## config.mk

```make
export PLATFORM = sky130hd
export DESIGN_NAME = ujbu_ctrl_flat
export DESIGN_NICKNAME = d
export VERILOG_FILES = /design/src/rtl/core/ujbu_pkg.sv /design/src/rtl/core/ujbu_if.sv /design/src/rtl/core/ujbu_ctrl.sv /design/src/flat_wrapper.sv
export SDC_FILE = /design/constraint.sdc
export NUM_CORES = 1
export LEC_CHECK = 0
export BUFFER_PORTS_ARGS = -buffer_cell sky130_fd_sc_hd__buf_4
export CORE_ASPECT_RATIO = 0.5
export CORE_MARGIN = 5
export CORE_UTILIZATION = 40
export DETAILED_ROUTE_END_ITERATION = 8
export PLACE_DENSITY_LB_ADDON = 0.3
export SLEW_MARGIN = 40
export SYNTH_ARGS = -nofsm -noshare
export SYNTH_HDL_FRONTEND = slang
export SYNTH_SLANG_ARGS = --single-unit
```

## constraint.sdc

```tcl
create_clock -name clk_i -period 5.6 [get_ports clk_i]
set_input_delay 1.12 -clock clk_i [delete_from_list [all_inputs] [get_ports clk_i]]
set_output_delay 1.12 -clock clk_i [all_outputs]
set_load 0.01 [all_outputs]
```

## src/rtl/core/ujbu_pkg.sv

```systemverilog
// Package for the u-law jitter buffer: sizes, codes, shared structs
// and the u-law expander. No dependencies.
package ujbu_pkg;

  localparam int RING_DEPTH = 4096;
  localparam int PTR_W      = $clog2(RING_DEPTH);
  localparam int FILL_W     = $clog2(RING_DEPTH + 1);
  localparam int LEVEL_W    = 13;
  localparam int CMP_W      = (FILL_W > LEVEL_W) ? FILL_W : LEVEL_W;
  localparam int MODE_W     = 2;
  localparam int BYTE_W     = 8;
  localparam int PCM_W      = 16;
  localparam int DROP_W     = 32;

  localparam logic [LEVEL_W-1:0] LEVEL_RESET = LEVEL_W'(2400);

  localparam logic [7:0]  ULAW_BIAS = 8'h84;
  localparam logic [7:0]  ULAW_MANT = 8'h0F;
  localparam logic [7:0]  ULAW_SEG  = 8'h70;
  localparam logic [7:0]  ULAW_SIGN = 8'h80;

  typedef enum logic [MODE_W-1:0] {
    MODE_PUSH  = 2'd0,
    MODE_PULL  = 2'd1,
    MODE_FLUSH = 2'd2
  } mode_e;

  typedef enum logic [1:0] {
    KIND_PLAIN = 2'd0,
    KIND_AUDIO = 2'd1,
    KIND_FLUSH = 2'd2
  } kind_e;

  typedef struct packed {
    kind_e             kind;
    logic              accepted;
    logic              playing;
    logic [DROP_W-1:0] dropped;
  } item_t;

  typedef struct packed {
    logic              we;
    logic [PTR_W-1:0]  waddr;
    logic [BYTE_W-1:0] wdata;
    logic              re;
    logic [PTR_W-1:0]  raddr;
  } ram_req_t;

  // ITU u-law expansion to 16-bit linear PCM
  function automatic logic signed [PCM_W-1:0] ulaw_expand(input logic [BYTE_W-1:0] code);
    logic [7:0]        u;
    logic [PCM_W-1:0]  mag;
    logic [PCM_W-1:0]  bias;
    u    = ~code;
    bias = PCM_W'(ULAW_BIAS);
    mag  = PCM_W'({1'b0, u & ULAW_MANT, 3'b000}) + bias;
    mag  = mag << ((u & ULAW_SEG) >> 4);
    if ((u & ULAW_SIGN) != 8'h00) begin
      ulaw_expand = signed'(bias - mag);
    end else begin
      ulaw_expand = signed'(mag - bias);
    end
  endfunction

endpackage

```

## src/rtl/core/ujbu_if.sv

```systemverilog
// Channel interfaces of the u-law jitter buffer: request, result and
// configuration. Depends on ujbu_pkg.
interface ujbu_req_if;
  logic                          valid;
  logic                          ready;
  logic [ujbu_pkg::MODE_W-1:0]   mode;
  logic [ujbu_pkg::BYTE_W-1:0]   push_byte;
  modport source (output valid, output mode, output push_byte, input ready);
  modport sink (input valid, input mode, input push_byte, output ready);
endinterface


interface ujbu_cfg_if;
  logic                          valid;
  logic                          ready;
  logic [ujbu_pkg::LEVEL_W-1:0]  prebuffer_level;
  modport source (output valid, output prebuffer_level, input ready);
  modport sink (input valid, input prebuffer_level, output ready);
endinterface

```

## src/rtl/core/ujbu_ctrl.sv

```systemverilog
// Buffer control: pointers, fill, playback flag, drop counter and the
// prebuffer level; issues ring accesses. Depends on ujbu_pkg, ujbu_if.
module ujbu_ctrl (
  input  logic               clk_i,
  input  logic               rst_ni,
  ujbu_req_if.sink           req_i,
  ujbu_cfg_if.sink           cfg_i,
  input  logic               load_ok_i,
  output ujbu_pkg::ram_req_t ram_req_o,
  output logic               item_valid_o,
  output ujbu_pkg::item_t    item_o
);
  import ujbu_pkg::*;

  logic [PTR_W-1:0]   wp_q, wp_d;
  logic [PTR_W-1:0]   rp_q, rp_d;
  logic [FILL_W-1:0]  fill_q, fill_d;
  logic               play_q, play_d;
  logic [DROP_W-1:0]  drop_q, drop_d;
  logic [LEVEL_W-1:0] level_q;
  logic               s1_valid_q;
  item_t              item_q, item_d;
  logic               accept;
  logic               full;
  logic               level_met;

  assign req_i.ready = !s1_valid_q || load_ok_i;
  assign cfg_i.ready = 1'b1;
  assign accept      = req_i.valid && req_i.ready;
  assign full        = (fill_q == FILL_W'(RING_DEPTH));
  assign level_met   = CMP_W'(fill_q) >= CMP_W'(level_q);

  always_comb begin
    wp_d             = wp_q;
    rp_d             = rp_q;
    fill_d           = fill_q;
    play_d           = play_q;
    drop_d           = drop_q;
    item_d.kind      = KIND_PLAIN;
    item_d.accepted  = 1'b0;
    ram_req_o.we     = 1'b0;
    ram_req_o.waddr  = wp_q;
    ram_req_o.wdata  = req_i.push_byte;
    ram_req_o.re     = 1'b0;
    ram_req_o.raddr  = rp_q;
    case (req_i.mode)
      MODE_PUSH: begin
        if (full) begin
          // saturate
          if (drop_q != '1) begin
            drop_d = drop_q + DROP_W'(1);
          end
        end else begin
          ram_req_o.we    = accept;
          wp_d            = (wp_q == PTR_W'(RING_DEPTH - 1)) ? '0 : wp_q + PTR_W'(1);
          fill_d          = fill_q + FILL_W'(1);
          item_d.accepted = 1'b1;
        end
      end
      MODE_PULL: begin
        if (play_q || level_met) begin
          if (fill_q == '0) begin
            play_d = 1'b0;
          end else begin
            ram_req_o.re = accept;
            rp_d         = (rp_q == PTR_W'(RING_DEPTH - 1)) ? '0 : rp_q + PTR_W'(1);
            fill_d       = fill_q - FILL_W'(1);
            play_d       = 1'b1;
            item_d.kind  = KIND_AUDIO;
          end
        end
      end
      MODE_FLUSH: begin
        wp_d        = '0;
        rp_d        = '0;
        fill_d      = '0;
        play_d      = 1'b0;
        item_d.kind = KIND_FLUSH;
      end
      default: begin
      end
    endcase
    item_d.playing = play_d;
    item_d.dropped = drop_d;
  end

  always_ff @(posedge clk_i or negedge rst_ni) begin
    if (!rst_ni) begin
      wp_q       <= '0;
      rp_q       <= '0;
      fill_q     <= '0;
      play_q     <= 1'b0;
      drop_q     <= '0;
      level_q    <= LEVEL_RESET;
      s1_valid_q <= 1'b0;
    end else begin
      if (cfg_i.valid && cfg_i.ready) begin
        level_q <= cfg_i.prebuffer_level;
      end
      if (accept) begin
        wp_q       <= wp_d;
        rp_q       <= rp_d;
        fill_q     <= fill_d;
        play_q     <= play_d;
        drop_q     <= drop_d;
        s1_valid_q <= 1'b1;
      end else if (load_ok_i) begin
        s1_valid_q <= 1'b0;
      end
    end
  end

  always_ff @(posedge clk_i) begin
    if (accept) begin
      item_q <= item_d;
    end
  end

  assign item_valid_o = s1_valid_q;
  assign item_o       = item_q;

endmodule

```

## src/flat_wrapper.sv

```systemverilog
// flat-port wrapper written by rule: the top's interface ports become plain ports
module ujbu_ctrl_flat import ujbu_pkg::*;
  (clk_i, rst_ni, load_ok_i, ram_req_o, item_valid_o, item_o, req_i_valid, req_i_mode, req_i_push_byte, req_i_ready, cfg_i_valid, cfg_i_prebuffer_level, cfg_i_ready);
  ujbu_req_if req_i_i ();
  ujbu_cfg_if cfg_i_i ();
  input  logic clk_i;
  input  logic rst_ni;
  input  logic load_ok_i;
  output ujbu_pkg::ram_req_t ram_req_o;
  output logic item_valid_o;
  output ujbu_pkg::item_t item_o;
  input wire logic [$bits(req_i_i.valid)-1:0] req_i_valid;
  input wire logic [$bits(req_i_i.mode)-1:0] req_i_mode;
  input wire logic [$bits(req_i_i.push_byte)-1:0] req_i_push_byte;
  output wire logic [$bits(req_i_i.ready)-1:0] req_i_ready;
  input wire logic [$bits(cfg_i_i.valid)-1:0] cfg_i_valid;
  input wire logic [$bits(cfg_i_i.prebuffer_level)-1:0] cfg_i_prebuffer_level;
  output wire logic [$bits(cfg_i_i.ready)-1:0] cfg_i_ready;
  assign req_i_i.valid = req_i_valid;
  assign req_i_i.mode = req_i_mode;
  assign req_i_i.push_byte = req_i_push_byte;
  assign req_i_ready = req_i_i.ready;
  assign cfg_i_i.valid = cfg_i_valid;
  assign cfg_i_i.prebuffer_level = cfg_i_prebuffer_level;
  assign cfg_i_ready = cfg_i_i.ready;
  ujbu_ctrl u_core (.clk_i(clk_i), .rst_ni(rst_ni), .req_i(req_i_i), .cfg_i(cfg_i_i), .load_ok_i(load_ok_i), .ram_req_o(ram_req_o), .item_valid_o(item_valid_o), .item_o(item_o));
endmodule
```

* Word-level counts from Yosys, hierarchy flattened *
Index checks and enable logic that the tools add are counted.

word-level totals
  register bits after elaboration = 120
  input bits = 28
  output and inout bits = 73
  logic and storage cells = 67

cells by class
  add/subtract/negate cells = 5
  $lt $le $gt $ge = 1
  equal/unequal tests = 9
  mux-type cells = 28
  reduce and logical (&&, ||, !) cells = 13

operator list
  kind                   number
  $mux 32                3
  $mux 12                5
  $pmux 12 s2            2
  $mux 13                3
  $pmux 13 s3            1
  $add 32x1->32 const B  1
  $ne 32x32->1 const B   1
  $add 12x1->12 const B  2
  $eq 12x12->1 const B   2
  $add 13x1->13 const B  1
  $eq 13x13->1 const B   1
  $ge 13x13->1           1
  $logic_not 13->1       1
  $sub 13x1->13 const B  1
  $mux 1                 11
  $reduce_bool 2->1      3
  $reduce_and 5->1       1
  $ne 2x2->1 const B     2
  $pmux 2 s2             1
  $reduce_and 4->1       1
  $reduce_and 3->1       1
  $reduce_bool 3->1      1
  $eq 2x1->1 const B     1
  $eq 2x2->1 const B     1
  7 further kinds        8

* Logic depth before layout (Yosys ltp) *
Gate-level depths: netlist (run 1).

  depth in word-level cells = 6
  depth in mapped cells = 10
  depth with buffers taken out = 9

* Worst setup path after synthesis (run 1) *
Ideal clock, no wire load.

  path type = input to output
  start = input load_ok_i
  end = output ram_req_o[33] (netlist bit)
  arrival = 2558 ps
  data required time = 4480 ps
  slack = 1922 ps
  cell stages on the path = 4
  cell sequence = nand2b_1 -> nand2_1 -> inv_1 -> and3_1

RTL lines
  element             line               RTL
  start: declaration  flat_wrapper.sv:8  input logic load_ok_i;
  end: declaration    flat_wrapper.sv:9  output ujbu_pkg::ram_req_t ram_req_o;

==> results of run 1 <==
-- power by group through the flow --
stage / registers (mW) / clock network, mW / logic, mW
detailed placement: 1.15 / 0 / 0.677
global route: 1.15 / 1.28 / 0.772
floorplan: 1.13 / 0 / 0.476
CTS: 1.13 / 1.24 / 0.683
finish: 1.13 / 1.21 / 0.679
global placement: 1.14 / 0 / 0.653
-- worst max-delay path, stage by stage, from the launching register on --
cell	delay, ps
sky130_fd_sc_hd__dfrtp_1	440
sky130_fd_sc_hd__ha_1	310
sky130_fd_sc_hd__a211oi_1	220
sky130_fd_sc_hd__o21ai_0	130
sky130_fd_sc_hd__a221oi_1	490
sky130_fd_sc_hd__o21ai_0	160
sky130_fd_sc_hd__and3b_1	230
sky130_fd_sc_hd__and2_1	160
sky130_fd_sc_hd__buf_4	140
-- cell type report --
cell class / instances / area [um^2] / area share, %
clock buffers: 17 / 425 / 5.26
flip-flops and latches: 120 / 3190 / 39.4
clock inverters: 15 / 226 / 2.80
well taps: 227 / 284 / 3.51
repair buffers: 88 / 661 / 8.17
inverters: 28 / 105 / 1.30
multi-input cells: 471 / 3200 / 39.6
-- kinds of logic (layout without fill, tap and decap cells) --
family / count (synthesis) / after routing
AO/OA/AOI/OAI: 99 / 99
other: 1 / 1
buffers and inverters: 56 / 148
adder cells (fa/ha/maj): 32 / 32
AND/OR/NAND/NOR: 247 / 247
multiplexers: 21 / 21
flip-flops: 120 / 120
XOR/XNOR: 71 / 71
-- sequential cells by signal (all words and copies together), names as in the netlist --
signal               flops
u_core.rp_q             12
u_core.play_q            1
u_core.fill_q           13
u_core.wp_q             12
u_core.item_o           36
u_core.item_valid_o      1
u_core.level_q          13
u_core.drop_q           32
-- cell usage in the layout, fill, tap and decap left out, types with 4 or more instances in the layout --
master                       n
sky130_fd_sc_hd__a211oi_1    5
sky130_fd_sc_hd__a21oi_1    16
sky130_fd_sc_hd__and2_1      7
sky130_fd_sc_hd__and3_1     20
sky130_fd_sc_hd__and4_1      7
sky130_fd_sc_hd__buf_4      88
sky130_fd_sc_hd__bufinv_16   4
sky130_fd_sc_hd__clkbuf_16  17
sky130_fd_sc_hd__dfrtp_1    80
sky130_fd_sc_hd__dfstp_2     4
sky130_fd_sc_hd__edfxtp_1   36
sky130_fd_sc_hd__ha_1       31
sky130_fd_sc_hd__inv_1      28
sky130_fd_sc_hd__inv_6       5
sky130_fd_sc_hd__inv_8       4
sky130_fd_sc_hd__mux2_2     13
sky130_fd_sc_hd__mux2i_1     7
sky130_fd_sc_hd__nand2_1    63
sky130_fd_sc_hd__nand2b_1    4
sky130_fd_sc_hd__nand3_1    24
sky130_fd_sc_hd__nand4_1    23
sky130_fd_sc_hd__nor2_1     43
sky130_fd_sc_hd__nor2b_1     9
sky130_fd_sc_hd__nor3_1     20
sky130_fd_sc_hd__nor4_1      8
sky130_fd_sc_hd__o21ai_0    44
sky130_fd_sc_hd__o31ai_1     6
sky130_fd_sc_hd__xnor2_1    41
sky130_fd_sc_hd__xor2_1     30
-- how the worst max path moves through the flow --
stage                           from           endpoint  slack, ps  depth (start not counted)
detailed placement     req_i_mode[1]  u_core.fill_q[10]       1710                         10
floorplan                  load_ok_i      ram_req_o[33]       1920                          4
CTS                 u_core.fill_q[2]      ram_req_o[12]       1780                          8
finish              u_core.fill_q[2]      ram_req_o[12]       1790                          8
global route        u_core.fill_q[2]      ram_req_o[12]       1580                          8
global placement       req_i_mode[1]  u_core.fill_q[10]       1840                         10
-- metrics by stage --
| step | util, % | worst slack, ps |
|---|---|---|
| 6_report | 49.5 | 1790 |
| 5_1_grt | 49.5 | 1580 |
| 4_1_cts | 49.4 | 1780 |
| 3_5_place_dp | 45.5 | 1710 |
| 3_3_place_gp | 45.5 | 1840 |
| 2_1_floorplan | - | 1920 |
-- metal layers --
layer | vias to the layer above | share of wire (%)
met5 | - | 0
met4 | 0 | 1.4
met3 | 20 | 3.4
met2 | 85 | 48
met1 | 2485 | 47
li1 | 2466 | -
==> flow_summary_export.csv, run 1 <==
group,metric,value,unit
synth,synthMostInstantiatedCell,"sky130_fd_sc_hd__dfrtp_1",
hold_path,path_type_of_the_worst_min_delay_path,"reg2reg",
synth,ys_top_cells_by_area,"sky130_fd_sc_hd__dfrtp_1 30%, sky130_fd_sc_hd__edfxtp_1 16%, sky130_fd_sc_hd__ha_1 5.8%",
clock_network,ctsRootBufferMaster,"sky130_fd_sc_hd__clkbuf_16",
sta,final.setup.tns,0,ps
global_route,track_usage,15.7,%
synth,synthDominantCellAreaShare,30.1,%
synth,yosys_most_used_dff,"sky130_fd_sc_hd__dfrtp_1",
synth,compound_cell_area_share_of_the_yosys_netlist,9.41,%
clock_network,clkLatencyLatePin,420,ps
power,combinational_power_share,22.5,%
synth,synth_seq_area_share,47.9,%
route,drt-vias-per-instance,5.23,
clock_network,ctsResizeCount,0,
synth,synth-seq-cells,120,
power,vdd.ir_drop.worst,0.000246,V
die,initial_utilization,40.7,%
finish,filler_cell_count,1502,
sta,layout_min_cycle_time,3810,ps
clock_network,ctsLongestPathBuffers,2,
hold_path,hold_path_depth,2,
route,initial_drc_count,310,
global_route,first_pass_grt_wire_length,24.8,mm
hold_path,hold_path.startpoint,"u_core.level_q[6]",
worst_setup_path,reg2reg_depth,7,
power,power.net_switching,0.938,mW
worst_setup_path,cp-end-kind,"output port",
worst_setup_path,crit-reg2reg-capture,"u_core.rp_q[2]",
synth,async_reset_ff_share,70.0,%
global_route,grt_most_used_layer,"met2",
clock_network,worst_setup_hold_path_clk_slew,60,ps
placed_design,dp.final_hpwl,10.3,mm
worst_setup_path,critPathMaxFanout,5,
synth,basic_gate_share_of_the_synthesized_area_counting_and_or_nand_and_nor_cells,19.7,%
power,seqPwrFrac,37.4,%
global_route,antenna_found_initial,0,
worst_setup_path,startpoint_type,"register",
synth,synth.area.mux_share,3.42,%
global_route,use_met1,21.3,%
synth,synth_edf_count,36,
clock_network,cts-buffers-inserted,17,
sta,finalClockSkew,14.2,ps
clock_network,clock-sinks,120,
die,die_w,192,um
clock_network,tritoncts_clock_tree,"built",
finish,finish.cell_count_without_fillers,966,
worst_setup_path,worstReg2RegStart,"u_core.fill_q[2]",
synth,postSynthCellCount,647,
sta,hold-worst-slack,511,ps
power,power_frac_clock,40.1,%
power,power.static_leakage,3.66,nW
finish,final_nets,786,
worst_setup_path,required,4480,ps
sta,max_freq,262,MHz
synth,cell_taking_the_most_area_after_synthesis,"sky130_fd_sc_hd__dfrtp_1",
placed_design,gp_congestion,0.785,
power,total_power,3.03,mW
sta,worst-slew-pin-transition,764,ps
clock_network,holdBufCountCts,0,
run_status,run_status,"finished clean",
synth,ys_top_cells_by_count,"80 x sky130_fd_sc_hd__dfrtp_1, 63 x sky130_fd_sc_hd__nand2_1, 44 x sky130_fd_sc_hd__o21ai_0",
placed_design,placement.io_buffers,83,
placed_design,postPlaceCellArea,7430,um^2
power,switching_share,31.0,%
route,routed_wl,14.7,mm
finish,antenna_cells,0,
global_route,grt_pass1_vias,4981,
worst_setup_path,crit_type,"reg2out",
sta,timing.final.crit_share,68.1,%
finish,drive_gt1_share,20.4,%
sta,report.final.slew_viol_count,0,
hold_path,holdPathEnd,"u_core.level_q[6]",
power,cellPowerDensity,374,nW/um^2
sta,grt_setup_unrepaired,"no",
route,routed_wire_length_per_instance,15.2,um
global_route,groute.layer.met3.usage,3.13,%
synth,post_synthesis_adder_cell_area_fraction,6.13,%
global_route,grt_max_degree,55,
synth,synth_xor_xnor_area_share,9.35,%
route,route.vias.total,5056,
global_route,global_route.overflow_total,0,
synth,combinational_family_with_the_most_area_after_synthesis,"simple AND/OR/NAND/NOR gates",
power,internal-power,2.09,mW
synth,unique_cell_type_count_in_the_yosys_netlist,62,
sta,report.final.setup_viol,0,
clock_network,ctsHtreeMaxLevel,4,
synth,synth_area_per_cell,10.3,um^2
global_route,gr-usage-met2,25.7,%
clock_network,postCtsSetupBuffers,0,
route,antenna_left,0,
sta,relSlewSlack,48.8,%
run,maxCapViolCount,0,
die,die_height,101,um
sta,hold_viol,0,
die,core_area,16400,um^2
finish,post-route-cell-area,8090,um^2
placed_design,place.detailed.instances,934,
worst_setup_path,cp.arrival,2690,ps
route,detail_route.first_pass.iterations,5,
die,ioPinCount,101,
die,fp.dieArea,19500,um^2
synth,post_synth_instance_area,6650,um^2
finish,syn2layout_area_growth,21.7,%
worst_setup_path,r2r_setup_slack,2660,ps
synth,syn-num-nets,707,
synth,synth.yosys.warnings,0,
die,placementRows,33,
route,post-route-drc-count,0,
Note: power is estimated with default switching activity, not from simulation.
==> inputs of run 2 (changes only) <==
==> constraint.sdc (replaced) <==
create_clock -name clk_i -period 3.8 [get_ports clk_i]
set_input_delay 0.76 -clock clk_i [delete_from_list [all_inputs] [get_ports clk_i]]
set_output_delay 0.76 -clock clk_i [all_outputs]
set_load 0.01 [all_outputs]
==> flow_summary_export.csv, run 2 (synthesis results as in run 1) <==
group,metric,value,unit
die,placementRows,33,
clock_network,clock-sinks,120,
power,power.static_leakage,3.66,nW
route,routed_wl,14.2,mm
power,internal-power,3.00,mW
die,ioPinCount,101,
worst_setup_path,cp.arrival,2600,ps
clock_network,clkLatencyLatePin,410,ps
global_route,grt_pass1_vias,4820,
power,vdd.ir_drop.worst,0.000379,V
route,route.vias.total,4986,
finish,sequential_cell_area,3190,um^2
worst_setup_path,critPathMaxFanout,5,
clock_network,ctsLongestPathBuffers,2,
sta,final.setup.tns,0,ps
sta,hold_viol,0,
worst_setup_path,crit_type,"reg2out",
route,routed_wire_length_per_instance,14.7,um
global_route,grt_most_used_layer,"met2",
finish,multiInputGateArea,3200,um^2
sta,max_freq,298,MHz
worst_setup_path,startpoint_type,"register",
global_route,antenna_found_initial,0,
global_route,use_met1,20.4,%
placed_design,gp_congestion,0.813,
finish,largest_register_ff_count,36,
worst_setup_path,cp-end-kind,"output port",
power,total_power,4.35,mW
hold_path,path_type_of_the_worst_min_delay_path,"in2async",
placed_design,placement.io_buffers,83,
clock_network,worst_setup_hold_path_clk_slew,60,ps
run_status,run_status,"finished clean",
route,initial_drc_count,237,
clock_network,cts-buffers-inserted,17,
finish,post-route-cell-area,8080,um^2
power,cellPowerDensity,538,nW/um^2
sta,relSlewSlack,49.0,%
worst_setup_path,required,3040,ps
placed_design,postPlaceCellArea,7460,um^2
finish,layout_commonest_cell,"sky130_fd_sc_hd__buf_4",
global_route,first_pass_grt_wire_length,23.8,mm
clock_network,tritoncts_clock_tree,"built",
power,power_frac_clock,38.8,%
sta,report.final.setup_viol,0,
finish,filler_cell_count,1521,
global_route,grt_max_degree,47,
clock_network,ctsHtreeMaxLevel,4,
sta,finalClockSkew,11.7,ps
sta,layout_min_cycle_time,3360,ps
route,detail_route.first_pass.iterations,5,
die,die_height,101,um
global_route,global_route.overflow_total,0,
sta,report.final.slew_viol_count,0,
power,seqPwrFrac,38.3,%
sta,grt_setup_unrepaired,"no",
run,maxCapViolCount,0,
route,post-route-drc-count,0,
die,initial_utilization,40.7,%
die,core_area,16400,um^2
power,switching_share,31.0,%
placed_design,dp.final_hpwl,10.3,mm
clock_network,postCtsSetupBuffers,0,
route,antenna_left,0,
finish,final_nets,790,
clock_network,holdBufCountCts,0,
clock_network,ctsResizeCount,0,
global_route,gr-usage-met2,24.8,%
finish,antenna_cells,0,
finish,syn2layout_area_growth,21.6,%
power,power.net_switching,1.35,mW
global_route,groute.layer.met3.usage,3.27,%
route,drt-vias-per-instance,5.14,
sta,worst-slew-pin-transition,758,ps
power,combinational_power_share,22.9,%
sta,timing.final.crit_share,88.4,%
die,die_w,192,um
clock_network,ctsRootBufferMaster,"sky130_fd_sc_hd__clkbuf_16",
finish,layout_common_cells,"92 x sky130_fd_sc_hd__buf_4, 80 x sky130_fd_sc_hd__dfrtp_1, 63 x sky130_fd_sc_hd__nand2_1",
global_route,track_usage,15.3,%
die,fp.dieArea,19500,um^2
finish,drive_gt1_share,20.9,%
[run 2: cell types whose count changed in the layout (fill, tap and decap cells not counted), sizes merged]
cell	delta
clkinv	+2
inv	-2
clkinvlp	+1
bufinv	-1
buf	+4
[run 2: cell type report]
type / instances / share of cell area [%]
clock buffer: 17 / 5.26
inverter: 28 / 1.30
sequential: 120 / 39.4
clock inverter: 15 / 2.34
timing repair buffer: 92 / 8.54
multi-input combinational: 471 / 39.6
tap: 227 / 3.51
[run 2: stage by stage]
step	utilization, %	hold slack, ps	instances	setup WS (ps)
after floorplan	-	464	647	802
after global placement	45.6	496	938	702
after detailed placement	45.6	505	938	643
after CTS	49.4	379	970	409
after global routing	49.4	413	970	233
final	49.4	356	970	442
[run 2: critical path: stages, from the launching register on]
cell	delay, ps
sky130_fd_sc_hd__dfrtp_1	420
sky130_fd_sc_hd__ha_1	310
sky130_fd_sc_hd__a211oi_1	220
sky130_fd_sc_hd__o21ai_0	130
sky130_fd_sc_hd__a221oi_1	440
sky130_fd_sc_hd__o21ai_0	150
sky130_fd_sc_hd__and3b_1	230
sky130_fd_sc_hd__and2_1	160
sky130_fd_sc_hd__buf_4	140
[run 2: metal layers]
metal,up-vias,routed length (um)
met1,2416,6830
met3,14,473
met2,70,6790
met5,-,0
li1,2486,-
met4,0,157
[run 2: path summary, 6_finish.rpt]
path                                   startpoint                 to  slack [ps]  cells after the start
min in group clk_i              u_core.level_q[5]  u_core.level_q[5]         510                      2
worst max-delay path             u_core.fill_q[2]      ram_req_o[12]         440                      8
max in group asynchronous                  rst_ni  u_core.fill_q[11]        2710                      2
worst min register to register  u_core.level_q[5]  u_core.level_q[5]         510                      2
worst max register to register   u_core.fill_q[2]   u_core.fill_q[7]        1160                      8
worst min-delay path                       rst_ni   u_core.fill_q[6]         360                      1
[run 2: power groups by stage]
stage	combinational (mW)	sequential, mW	clock, mW
after floorplan	0.702	1.66	0
after global placement	0.974	1.68	0
after detailed placement	1.00	1.69	0
after CTS	1.01	1.66	1.73
after global routing	1.14	1.69	1.77
final	0.997	1.66	1.69
