<file path="config.mk">
export PLATFORM = sky130hd
export DESIGN_NAME = ujbu_out_flat
export DESIGN_NICKNAME = d
export VERILOG_FILES = /design/src/rtl/core/ujbu_pkg.sv /design/src/rtl/core/ujbu_if.sv /design/src/rtl/core/ujbu_out.sv /design/src/flat_wrapper.sv
export SDC_FILE = /design/constraint.sdc
export NUM_CORES = 1
export LEC_CHECK = 0
export ABC_AREA = 1
export BUFFER_PORTS_ARGS = -buffer_cell sky130_fd_sc_hd__buf_2
export CAP_MARGIN = 15
export CORE_ASPECT_RATIO = 1.75
export CORE_MARGIN = 4
export CORE_UTILIZATION = 59
export DETAILED_ROUTE_END_ITERATION = 8
export PLACE_DENSITY = 0.95
export SETUP_SLACK_MARGIN = 0.2
export SYNTH_ARGS = -nofsm -noshare
export SYNTH_HDL_FRONTEND = slang
export SYNTH_SLANG_ARGS = --single-unit
</file>
<file path="constraint.sdc">
create_clock -name clk_i -period 7.35 [get_ports clk_i]
set_input_delay 1.47 -clock clk_i [delete_from_list [all_inputs] [get_ports clk_i]]
set_output_delay 1.47 -clock clk_i [all_outputs]
set_load 0.02 [all_outputs]
</file>
<file path="src/rtl/core/ujbu_pkg.sv">
// Package for the u-law jitter buffer: sizes, codes, shared structs
// and the u-law expander. No dependencies.
package ujbu_pkg;

  localparam int RING_DEPTH = 4096;
  localparam int PTR_W      = $clog2(RING_DEPTH);
  localparam int FILL_W     = $clog2(RING_DEPTH + 1);
  localparam int LEVEL_W    = 13;
  localparam int CMP_W      = (FILL_W > LEVEL_W) ? FILL_W : LEVEL_W;
  localparam int MODE_W     = 2;
  localparam int BYTE_W     = 8;
  localparam int PCM_W      = 16;
  localparam int DROP_W     = 32;

  localparam logic [LEVEL_W-1:0] LEVEL_RESET = LEVEL_W'(2400);

  localparam logic [7:0]  ULAW_BIAS = 8'h84;
  localparam logic [7:0]  ULAW_MANT = 8'h0F;
  localparam logic [7:0]  ULAW_SEG  = 8'h70;
  localparam logic [7:0]  ULAW_SIGN = 8'h80;

  typedef enum logic [MODE_W-1:0] {
    MODE_PUSH  = 2'd0,
    MODE_PULL  = 2'd1,
    MODE_FLUSH = 2'd2
  } mode_e;

  typedef enum logic [1:0] {
    KIND_PLAIN = 2'd0,
    KIND_AUDIO = 2'd1,
    KIND_FLUSH = 2'd2
  } kind_e;

  typedef struct packed {
    kind_e             kind;
    logic              accepted;
    logic              playing;
    logic [DROP_W-1:0] dropped;
  } item_t;

  typedef struct packed {
    logic              we;
    logic [PTR_W-1:0]  waddr;
    logic [BYTE_W-1:0] wdata;
    logic              re;
    logic [PTR_W-1:0]  raddr;
  } ram_req_t;

  // ITU u-law expansion to 16-bit linear PCM
  function automatic logic signed [PCM_W-1:0] ulaw_expand(input logic [BYTE_W-1:0] code);
    logic [7:0]        u;
    logic [PCM_W-1:0]  mag;
    logic [PCM_W-1:0]  bias;
    u    = ~code;
    bias = PCM_W'(ULAW_BIAS);
    mag  = PCM_W'({1'b0, u & ULAW_MANT, 3'b000}) + bias;
    mag  = mag << ((u & ULAW_SEG) >> 4);
    if ((u & ULAW_SIGN) != 8'h00) begin
      ulaw_expand = signed'(bias - mag);
    end else begin
      ulaw_expand = signed'(mag - bias);
    end
  endfunction

endpackage

</file>
<file path="src/rtl/core/ujbu_if.sv">


interface ujbu_rsp_if;
  logic                               valid;
  logic                               ready;
  logic signed [ujbu_pkg::PCM_W-1:0]  pcm_sample;
  logic                               sample_valid;
  logic                               last;
  logic                               accepted;
  logic                               playing;
  logic [ujbu_pkg::DROP_W-1:0]        dropped_total;
  modport source (output valid, output pcm_sample, output sample_valid, output last,
                  output accepted, output playing, output dropped_total, input ready);
  modport sink (input valid, input pcm_sample, input sample_valid, input last,
                input accepted, input playing, input dropped_total, output ready);
endinterface


</file>
<file path="src/rtl/core/ujbu_out.sv">
// Result stage: expands the popped byte, forms the midpoint with the
// previous sample and serializes the results. Depends on ujbu_pkg, ujbu_if.
module ujbu_out (
  input  logic                        clk_i,
  input  logic                        rst_ni,
  input  logic                        item_valid_i,
  input  ujbu_pkg::item_t             item_i,
  input  logic [ujbu_pkg::BYTE_W-1:0] rdata_i,
  output logic                        load_ok_o,
  ujbu_rsp_if.source                  rsp_o
);
  import ujbu_pkg::*;

  logic                    s2_valid_q;
  logic                    s2_first_q;
  item_t                   s2_item_q;
  logic signed [PCM_W-1:0] mid_q;
  logic signed [PCM_W-1:0] cur_q;
  logic signed [PCM_W-1:0] prev_q;
  logic signed [PCM_W-1:0] cur_w;
  logic signed [PCM_W:0]   sum_w;
  logic                    is_audio;
  logic                    emit_last;
  logic                    done;
  logic                    load;

  assign cur_w     = ulaw_expand(rdata_i);
  assign sum_w     = (PCM_W + 1)'(prev_q) + (PCM_W + 1)'(cur_w);
  assign is_audio  = (s2_item_q.kind == KIND_AUDIO);
  assign emit_last = !is_audio || !s2_first_q;
  assign done      = s2_valid_q && rsp_o.ready && emit_last;
  assign load_ok_o = !s2_valid_q || done;
  assign load      = item_valid_i && load_ok_o;

  always_ff @(posedge clk_i or negedge rst_ni) begin
    if (!rst_ni) begin
      s2_valid_q <= 1'b0;
      s2_first_q <= 1'b0;
      prev_q     <= '0;
    end else begin
      if (load) begin
        s2_valid_q <= 1'b1;
        s2_first_q <= 1'b1;
        if (item_i.kind == KIND_AUDIO) begin
          prev_q <= cur_w;
        end else if (item_i.kind == KIND_FLUSH) begin
          prev_q <= '0;
        end
      end else if (done) begin
        s2_valid_q <= 1'b0;
      end else if (s2_valid_q && rsp_o.ready) begin
        // midpoint taken, advance to the sample itself
        s2_first_q <= 1'b0;
      end
    end
  end

  always_ff @(posedge clk_i) begin
    if (load) begin
      s2_item_q <= item_i;
      mid_q     <= sum_w[PCM_W:1];
      cur_q     <= cur_w;
    end
  end

  assign rsp_o.valid         = s2_valid_q;
  assign rsp_o.pcm_sample    = !is_audio ? '0 : (s2_first_q ? mid_q : cur_q);
  assign rsp_o.sample_valid  = is_audio;
  assign rsp_o.last          = emit_last;
  assign rsp_o.accepted      = s2_item_q.accepted;
  assign rsp_o.playing       = s2_item_q.playing;
  assign rsp_o.dropped_total = s2_item_q.dropped;

endmodule

</file>
<file path="src/flat_wrapper.sv">
// flat-port wrapper written by rule: the top's interface ports become plain ports
module ujbu_out_flat import ujbu_pkg::*;
  (clk_i, rst_ni, item_valid_i, item_i, rdata_i, load_ok_o, rsp_o_valid, rsp_o_pcm_sample, rsp_o_sample_valid, rsp_o_last, rsp_o_accepted, rsp_o_playing, rsp_o_dropped_total, rsp_o_ready);
  ujbu_rsp_if rsp_o_i ();
  input  logic clk_i;
  input  logic rst_ni;
  input  logic item_valid_i;
  input  ujbu_pkg::item_t item_i;
  input  logic [ujbu_pkg::BYTE_W-1:0] rdata_i;
  output logic load_ok_o;
  output wire logic [$bits(rsp_o_i.valid)-1:0] rsp_o_valid;
  output wire logic [$bits(rsp_o_i.pcm_sample)-1:0] rsp_o_pcm_sample;
  output wire logic [$bits(rsp_o_i.sample_valid)-1:0] rsp_o_sample_valid;
  output wire logic [$bits(rsp_o_i.last)-1:0] rsp_o_last;
  output wire logic [$bits(rsp_o_i.accepted)-1:0] rsp_o_accepted;
  output wire logic [$bits(rsp_o_i.playing)-1:0] rsp_o_playing;
  output wire logic [$bits(rsp_o_i.dropped_total)-1:0] rsp_o_dropped_total;
  input wire logic [$bits(rsp_o_i.ready)-1:0] rsp_o_ready;
  assign rsp_o_valid = rsp_o_i.valid;
  assign rsp_o_pcm_sample = rsp_o_i.pcm_sample;
  assign rsp_o_sample_valid = rsp_o_i.sample_valid;
  assign rsp_o_last = rsp_o_i.last;
  assign rsp_o_accepted = rsp_o_i.accepted;
  assign rsp_o_playing = rsp_o_i.playing;
  assign rsp_o_dropped_total = rsp_o_i.dropped_total;
  assign rsp_o_i.ready = rsp_o_ready;
  ujbu_out u_core (.clk_i(clk_i), .rst_ni(rst_ni), .item_valid_i(item_valid_i), .item_i(item_i), .rdata_i(rdata_i), .load_ok_o(load_ok_o), .rsp_o(rsp_o_i));
endmodule
</file>
After elaboration in Yosys (flattened, before gate mapping)
Cells that the tools add are included.
{"block": "word_totals", "regBits": 86, "inputBits": 48, "word_cells": 42}
{"block": "classes", "addsub": 4, "n_eq_ne": 4, "n_shift": 1, "mux": 10, "bitwise": 1, "reduce_logical": 13}
{"cell": "2-to-1 mux 16 bit", "n": 5}
{"cell": "adder 16 x 16 -> 17 bit", "n": 1}
{"cell": "<< shifter 16 x 3 -> 16 bit", "n": 1}
{"cell": "subtractor 16 x 8 -> 16 bit, second input constant", "n": 1}
{"cell": "subtractor 8 x 16 -> 16 bit, first input constant", "n": 1}
{"cell": "adder 7 x 8 -> 9 bit, second input constant", "n": 1}
{"cell": "NOT 8 bit", "n": 1}
{"cell": "nonzero test 2 bit", "n": 3}
{"cell": "2-to-1 mux 1 bit", "n": 5}
{"cell": "equality test 2 x 1 -> 1 bit, second input constant", "n": 2}
{"cell": "AND reduction 2 bit", "n": 2}
{"cell": "logical AND 1 bit", "n": 3}
{"cell": "zero test 1 bit", "n": 3}
{"cell": "equality test 2 bit, second input constant", "n": 1}
{"cell": "logical OR 1 bit", "n": 2}
{"cell": "!= test 2 bit, second input constant", "n": 1}

Depth between registers and ports, before layout
Gate-level depths: netlist of the first run.
{"block": "logic_depth", "depth_word": 8, "ltp_mapped": 24, "depth_no_buf": 23}

Worst setup path before layout of the first run
OpenSTA, ideal clock, no wires.
{"block": "synth_path", "path_kind": "input port to flip-flop", "start": "in rdata_i[5] in the netlist's numbering", "end": "reg u_core.mid_q[14] (data pin)", "setup_ps": 265, "arrival_time_ps": 3872, "path_slack_ps": 3213, "cell_stages": 22, "n_path_buf": 1, "path_cell_list": "buf_6 inv_2 a21oi_1 nand2_1 ha_1 nand2_2 nor2_4 nand2_1 nand2_2 nand2_1 nand2_1 nand2_1 nand2_1 and2_1 ha_1 nand2_1 nor2_1 nand3_1 nand3_1 a21oi_1 o21ai_0 xor2_1"}
{"block": "synth_via", "elab_chain_cells": 5}
{"item": "start, declared", "line_no": "flat_wrapper.sv:9", "text": "input logic [ujbu_pkg::BYTE_W-1:0] rdata_i;"}
{"item": "NOT 8 bit *", "line_no": "ujbu_pkg.sv:54", "text": "u = ~code;"}
{"item": "<< shifter 16 x 3 -> 16 bit *", "line_no": "ujbu_pkg.sv:57", "text": "mag = mag << ((u & ULAW_SEG) >> 4);"}
{"item": "subtractor 16 x 8 -> 16 bit / subtractor 8 x 16 -> 16 bit (equally long branches)", "line_no": "ujbu_pkg.sv:61, ujbu_pkg.sv:59"}
{"item": "2-to-1 mux 16 bit *", "line_no": "ujbu_pkg.sv:58", "text": "if ((u & ULAW_SIGN) != 8'h00) begin"}
{"item": "via u_core.cur_w[12]", "line_no": "ujbu_out.sv:20", "text": "logic signed [PCM_W-1:0] cur_w;"}
{"item": "adder 16 x 16 -> 17 bit *", "line_no": "ujbu_out.sv:28", "text": "assign sum_w = (PCM_W + 1)'(prev_q) + (PCM_W + 1)'(cur_w);"}
{"item": "via u_core.sum_w[15]", "line_no": "ujbu_out.sv:21", "text": "logic signed [PCM_W:0] sum_w;"}
{"item": "end signal, assigned", "line_no": "ujbu_out.sv:61", "text": "mid_q <= sum_w[PCM_W:1];"}
{"item": "end, declared", "line_no": "ujbu_out.sv:17", "text": "logic signed [PCM_W-1:0] mid_q;"}
Mark *: on every way through the listed nets, which the timed path passes. The rest lies on a longest branch.
A chain may end at the register's enable or synchronous reset.

Worst setup path in the final report of the first run
{"block": "layout_path", "start": "in rdata_i[5] in the netlist's numbering", "end": "reg u_core.mid_q[15] (data pin)"}
Same word-level chain as after synthesis.

==> results of run 1 <==
## metal layers
metal	share of wire, %	GRT usage, %	routed length [um]	vias to the layer above
met4	6.1	16.9	650	0
met3	7.3	4.77	778	51
met1	34	23.8	3580	1726
li1	-	-	-	1723
met2	53	42.7	5600	187
met5	0	0	0	-
## worst paths after layout
kind	to	slack [ns]	cells past startpoint
worst min-delay path	u_core.prev_q[12]	0.50	2
worst max-delay path	u_core.mid_q[15]	2.93	21
max in group asynchronous	u_core.prev_q[11]	6.01	1
min in group asynchronous	u_core.s2_first_q	1.05	1
worst min register to register	u_core.prev_q[12]	0.50	2
worst max register to register	u_core.rsp_o.dropped_total[20]	4.64	6
## through the flow
step / worst slack [ns] / cells / total power, mW
final: 2.93 / 652 / 1.72
after global routing: 2.59 / 652 / 1.82
after CTS: 3.00 / 652 / 1.72
after detailed placement: 2.71 / 636 / 1.28
after global placement: 2.85 / 636 / 1.24
after floorplan: 3.21 / 490 / 1.15
## state kept, by name (all words and copies together) (netlist names)
| signal | cells |
|---|---|
| u_core.mid_q | 15 |
| u_core.s2_item_q | 2 |
| u_core.rsp_o.dropped_total | 32 |
| u_core.prev_q | 14 |
| u_core.s2_first_q | 1 |
| u_core.rsp_o.valid | 1 |
| u_core.rsp_o.playing | 1 |
| u_core.cur_q | 14 |
| u_core.rsp_o.accepted | 1 |
## cells by family after synthesis
group / Yosys count / synth area share, %
AO/OA/AOI/OAI: 55 / 6.49
flip-flops: 81 / 51.1
XOR/XNOR: 15 / 2.85
AND/OR/NAND/NOR: 229 / 22.5
buffers and inverters: 85 / 10.3
adder cells (fa/ha/maj): 24 / 6.68
other: 1 / 0.0814
## where the power goes
part           total, mW  internal [mW]  switching (mW)
combinational      0.589          0.186           0.403
sequential         0.708          0.652          0.0557
clock              0.427          0.259           0.168
total               1.72           1.10           0.627
## cell type report
| type | count | area [um^2] | share of cell area, % |
|---|---|---|---|
| sequential | 81 | 2350 | 45.3 |
| tap | 88 | 110 | 2.12 |
| clock buffer | 11 | 233 | 4.48 |
| multi-input combinational | 324 | 1780 | 34.3 |
| timing repair buffer | 101 | 508 | 9.79 |
| inverter | 42 | 163 | 3.13 |
| clock inverter | 5 | 46.3 | 0.892 |
## synthesized netlist by cell type (2+ instances only)
master,instances
sky130_fd_sc_hd__buf_2,3
sky130_fd_sc_hd__a21oi_1,32
sky130_fd_sc_hd__xor2_1,12
sky130_fd_sc_hd__nand4_1,2
sky130_fd_sc_hd__nor2_1,13
sky130_fd_sc_hd__inv_1,35
sky130_fd_sc_hd__nand2_1,150
sky130_fd_sc_hd__o21ai_0,14
sky130_fd_sc_hd__ha_1,23
sky130_fd_sc_hd__buf_4,33
sky130_fd_sc_hd__o21ai_2,4
sky130_fd_sc_hd__nor2_2,5
sky130_fd_sc_hd__dfrtp_1,16
sky130_fd_sc_hd__clkbuf_1,4
sky130_fd_sc_hd__buf_6,3
sky130_fd_sc_hd__inv_2,6
sky130_fd_sc_hd__nand2_2,11
sky130_fd_sc_hd__nand3_2,7
sky130_fd_sc_hd__edfxtp_1,65
sky130_fd_sc_hd__xnor2_1,3
sky130_fd_sc_hd__nand2_4,4
sky130_fd_sc_hd__and2_1,2
sky130_fd_sc_hd__nand3_1,30
sky130_fd_sc_hd__nor3_1,3
## worst register-to-register path: cells and delay by family (launching register included)
| kind | cells | cell delay (ns) |
|---|---|---|
| buffers and inverters | 3 | 1.33 |
| DFF | 1 | 0.59 |
| and+or+nand+nor | 2 | 0.24 |
| AOI/OAI and AO/OA | 1 | 0.18 |
==> metrics.txt, run 1 <==
largest net degree at the start of global routing 35; cell area after synthesis 4600 um^2; number of resized instances in the post-cts repair step 0; final critical-path required period 4.42 ns; floorplan die width 74.8 um; average size of a mapped cell 9.40 um^2; router iterations before antenna repair 5; number of buffers created by CTS 9; worst r2r src u_core.s2_first_q; Setup Skew 0.00460 ns; proportion of register bits with asynchronous set or reset after synthesis 19.8%; source of the worst hold timing path u_core.prev_q[12]; pin slew with the least headroom to its limit 0.640 ns; Setup crit end kind flop; clock latency on the worst-skew pair 0.34 ns; Worst path slowest cell sky130_fd_sc_hd__ha_1; overall routed net length 10600 um; synthesized instance count 490; Rel. slew slack 57.3%; count of warnings emitted by yosys 0; via count of the first global-routing pass 3779; effective utilization at floorplan 60.8%; most common cell after layout, fill and taps aside sky130_fd_sc_hd__nand2_1; die area 9340 um^2; WS Path Type primary input to flop; TritonCTS clock tree yes; H-tree levels 3; Layout fillers 533; total of endpoints with negative setup slack in the final report 0; maximum buffer depth of the clock tree 2; post-synthesis net count 562; reported leakage power 2.53 nW; result of the run finished clean; data required time at the worst endpoint 7.44 ns; commonest non-fill, non-tap cells in the layout sky130_fd_sc_hd__nand2_1, sky130_fd_sc_hd__buf_2, sky130_fd_sc_hd__edfxtp_1; series of cell instances along the critical path buf_2, inv_2, a21oi_1, nand2_1, ha_1, a21oi_1, nand3_1, nand2_1, nand2_1, nand2_1, nand2_1, nand2_1, nand2_1, ha_1, inv_1, nor3_1, nand3_1, nand4_1, nand2_1, nand4_1, o21ai_0; cell type with the largest total area after synthesis sky130_fd_sc_hd__edfxtp_1; global route overflow 0; worst hold-check path type flop to flop; Vias per Instance 5.65; Post-Route Utilization 68.6%; Routed Antenna Nets 0; power per cell area 332 nW/um^2; via count 3687; Placer Congestion 0.948; CP max stage delay 0.37 ns; highest attainable clock frequency 0.226 GHz; placed cell areas 4910 um^2; sort of element at the start of the critical path primary input; endpoint arrival time on the critical path 4.51 ns; Clock Pin Slew Worst Setup and Hold Paths 0.06 ns; count of input and output buffers 100; hold slack 0.496 ns; count of final hold-check violations 0; number of distinct library cells after synthesis 34; count of max-cap constraint violations 0; half-perimeter wire length of the detailed placement result 7980 um; GRT Resource Usage Total 24.2%; Slew Viols, Final 0; cell type group with the largest total delay on the critical path simple AND/OR/NAND/NOR gates; fraction of synthesized cell area taken by the top area cell type 42.4%; Boundary Pins 102; number of antenna diodes 0; initial antenna violation count 0; number of placement rows 42; fraction of final layout cells with drive strength greater than 1 27.0%; number of enable flip-flop cells after synthesis 65; setup repair after global routing missed its margin no; Bufs and invs on worst path 3; # DRC 0; ranking of synthesized cells by area sky130_fd_sc_hd__edfxtp_1, sky130_fd_sc_hd__nand2_1, sky130_fd_sc_hd__dfrtp_1; DR iter-0 viols 177; share of the clock period used by the worst path after layout 60.2%; global-route wire length before repair 17200 um; CP Max Fanout 9; cell seen most often among critical-path stages sky130_fd_sc_hd__nand2_1; hold buffer count at cts 0; Seq/Total Area, Yosys 51.1%; final-stage net count 631; core box area 7570 um^2; synthesized flop and latch total 81; total non-filler cell area in the finished layout 5190 um^2; post-CTS setup buffers 0; Critical Path Start rdata_i[5]; vertical die dimension 125 um; Most used DFF post-synth sky130_fd_sc_hd__edfxtp_1; clock root buffer master sky130_fd_sc_hd__clkbuf_16; post-detailed-route wirelength per cell 16.3 um; final setup TNS 0 ns; P&R area growth vs syn 12.7%; IR Drop Worst-Case VDD 0.163 mV; sink count of the clock tree 81
Note: power is estimated with default switching activity, not from simulation.
==> run 2: changes to the inputs <==
--- a/config.mk
+++ b/config.mk
@@ -10,9 +10,9 @@
 export CAP_MARGIN = 15
 export CORE_ASPECT_RATIO = 1.75
 export CORE_MARGIN = 4
-export CORE_UTILIZATION = 59
+export CORE_UTILIZATION = 49
 export DETAILED_ROUTE_END_ITERATION = 8
-export PLACE_DENSITY = 0.95
+export PLACE_DENSITY = 0.88
 export SETUP_SLACK_MARGIN = 0.2
 export SYNTH_ARGS = -nofsm -noshare
 export SYNTH_HDL_FRONTEND = slang
==> constraint.sdc (replaced) <==
create_clock -name clk_i -period 3.7 [get_ports clk_i]
set_input_delay 0.74 -clock clk_i [delete_from_list [all_inputs] [get_ports clk_i]]
set_output_delay 0.74 -clock clk_i [all_outputs]
set_load 0.02 [all_outputs]
==> run 2 against run 1 <==
  * Critical path depth increased by 1
  * Non-clock buffer count grew 19
  * Wire length down 9.4%
  * Setup slack worse by 2.5 ns
  * Worst hold slack worse by 0.17 ns
  * Sequential cell count unchanged
  * Die area rose by 19%
  * Critical endpoint is now u_core.mid_q[14]
  * Largest power group unchanged
==> metrics.txt, run 2 (synthesis gave the netlist of run 1 again) <==
vertical die dimension 136 um (+9.1%); Boundary Pins 102 (unchanged); count of max-cap constraint violations 0 (unchanged); sink count of the clock tree 81 (unchanged); pin slew with the least headroom to its limit 0.613 ns (-0.0265 ns); core box area 9090 um^2 (+20%); number of antenna diodes 0 (unchanged); total non-filler cell area in the finished layout 5460 um^2 (+5.2%); Post-Route Utilization 60.0% (-8.6 points); number of buffers created by CTS 9 (unchanged); WS Path Type primary input to flop; placed cell areas 5100 um^2 (+3.8%); endpoint arrival time on the critical path 3.39 ns (-1.12 ns); total of endpoints with negative setup slack in the final report 0 (unchanged); final critical-path required period 3.32 ns; global-route wire length before repair 15500 um (-10%); count of input and output buffers 100 (unchanged); most common cell after layout, fill and taps aside sky130_fd_sc_hd__nand2_1; Rel. slew slack 59.1% (+1.8 points); Clock Pin Slew Worst Setup and Hold Paths 0.06 ns (about the same); area used by multi-input combinational logic 1860 um^2 (+4.4%); floorplan die width 81.3 um (+8.7%); hold slack 0.321 ns (-0.175 ns); count of final hold-check violations 0 (unchanged); setup repair after global routing missed its margin no; effective utilization at floorplan 50.6% (-10 points); final-stage net count 650 (+3.0%); CP Max Fanout 6 (-3); P&R area growth vs syn 18.6%; fraction of final layout cells with drive strength greater than 1 31.7% (+4.8 points); Routed Antenna Nets 0 (unchanged); number of flip-flops under the largest register name 32 (unchanged); Vias per Instance 4.96 (-12%); data required time at the worst endpoint 3.77 ns (-3.67 ns); worst hold-check path type primary input to asynchronous set/reset pin; largest net degree at the start of global routing 37 (+5.7%); clock latency on the worst-skew pair 0.33 ns (about the same); sort of element at the start of the critical path primary input; half-perimeter wire length of the detailed placement result 7950 um (-0.39%); post-detailed-route wirelength per cell 13.7 um (-16%); Setup crit end kind flop; DR iter-0 viols 131 (-26%); GRT Resource Usage Total 18.4% (-5.8 points); reported leakage power 2.61 nW (+3.4%); number of placement rows 46 (+9.5%); number of standard cells in the layout, taps in and fillers out 703 (+7.8%); Setup Skew 0.00350 ns (-0.00110 ns); overall routed net length 9610 um (-9.4%); IR Drop Worst-Case VDD 0.353 mV (+120%); Layout fillers 776 (+46%); clock root buffer master sky130_fd_sc_hd__clkbuf_16; via count of the first global-routing pass 3483 (-7.8%); Storage cell area 2350 um^2 (unchanged); total instance count after detailed placement 686 (+7.9%); highest attainable clock frequency 0.301 GHz; share of the clock period used by the worst path after layout 89.7%; hold buffer count at cts 0 (unchanged); result of the run finished clean; via count 3488 (-5.4%); final setup TNS 0 ns (unchanged); router iterations before antenna repair 4 (-1); Slew Viols, Final 0 (unchanged); H-tree levels 3 (unchanged); global route overflow 0 (unchanged); commonest non-fill, non-tap cells in the layout sky130_fd_sc_hd__nand2_1, sky130_fd_sc_hd__buf_2, sky130_fd_sc_hd__edfxtp_1; maximum buffer depth of the clock tree 2 (unchanged); power per cell area 624 nW/um^2 (+88%); Critical Path Start rdata_i[5]; initial antenna violation count 0 (unchanged); Placer Congestion 0.924 (-2.4%); worst r2r src u_core.s2_first_q; TritonCTS clock tree yes; die area 11100 um^2 (+19%); # DRC 0 (unchanged)
run 2: cell types whose count changed in the layout (fill, tap and decap cells not counted), sizes merged:
cell	previous run	this run
clkinvlp	0	2
buf	101	118
inv	42	41
clkbuf	11	14
bufinv	1	0
clkinv	4	3
run 2: worst paths after layout:
check	endpoint	depth (start not counted)	slack, ns
max reg2reg	u_core.rsp_o.dropped_total[0]	6	1.33
max	u_core.mid_q[14]	22	0.38
min in group clk_i	u_core.prev_q[6]	2	0.49
max in group asynchronous	u_core.prev_q[9]	1	3.10
min reg2reg	u_core.prev_q[6]	2	0.49
min	u_core.rsp_o.valid	1	0.32
run 2: power by group:
part	leakage (nW)	internal [mW]	switching, mW
Clock	0.125	0.465	0.317
Combinational	1.67	0.451	0.780
Sequential	0.819	1.29	0.0980
run 2: through the flow:
step	worst slack, ns	power, mW
6_report	0.382	3.41
3_3_place_gp	-0.00660	2.56
3_5_place_dp	-0.0728	2.60
4_1_cts	0.278	3.40
2_1_floorplan	0.293	2.28
5_1_grt	0.211	3.63
run 2: final cells by class:
class | count | share of cell area, %
inverters | 42 | 3.05
multi-input cells | 324 | 34.0
well taps | 120 | 2.75
repair buffers | 120 | 12.2
clock inverters | 4 | 0.344
clock buffers | 12 | 4.52
flip-flops and latches | 81 | 43.1
run 2: routing by layer:
layer / up-vias / track usage, % / wire length (um)
met3: 21 / 3.78 / 607
met4: 0 / 11.6 / 376
met2: 113 / 35.6 / 5470
met1: 1580 / 16.3 / 3160
met5: - / 0 / 0
li1: 1774 / - / -
run 2: what timing repair did:
| item | CTS | global route |
|---|---|---|
| setup endpoints to repair | 0 | 7 |
| buffers inserted | 0 | 1 |
| gates resized for setup | 0 | 21 |
run 2: critical path: stages:
cell and delay (ns):
sky130_fd_sc_hd__buf_2 0.15, sky130_fd_sc_hd__inv_2 0.09, sky130_fd_sc_hd__a21oi_2 0.15, sky130_fd_sc_hd__nand2_2 0.13, sky130_fd_sc_hd__ha_1 0.26, sky130_fd_sc_hd__nand2_2 0.09
sky130_fd_sc_hd__nor2_4 0.05, sky130_fd_sc_hd__nand2_1 0.09, sky130_fd_sc_hd__nand2_2 0.07, sky130_fd_sc_hd__nand2_1 0.06, sky130_fd_sc_hd__nand2_1 0.05, sky130_fd_sc_hd__nand2_1 0.05
sky130_fd_sc_hd__nand2_1 0.05, sky130_fd_sc_hd__and2_1 0.18, sky130_fd_sc_hd__ha_1 0.35, sky130_fd_sc_hd__nand2_1 0.11, sky130_fd_sc_hd__nor2_2 0.14, sky130_fd_sc_hd__nand3_1 0.09
sky130_fd_sc_hd__nand3_1 0.12, sky130_fd_sc_hd__a21oi_1 0.07, sky130_fd_sc_hd__o21ai_0 0.20, sky130_fd_sc_hd__xor2_1 0.10
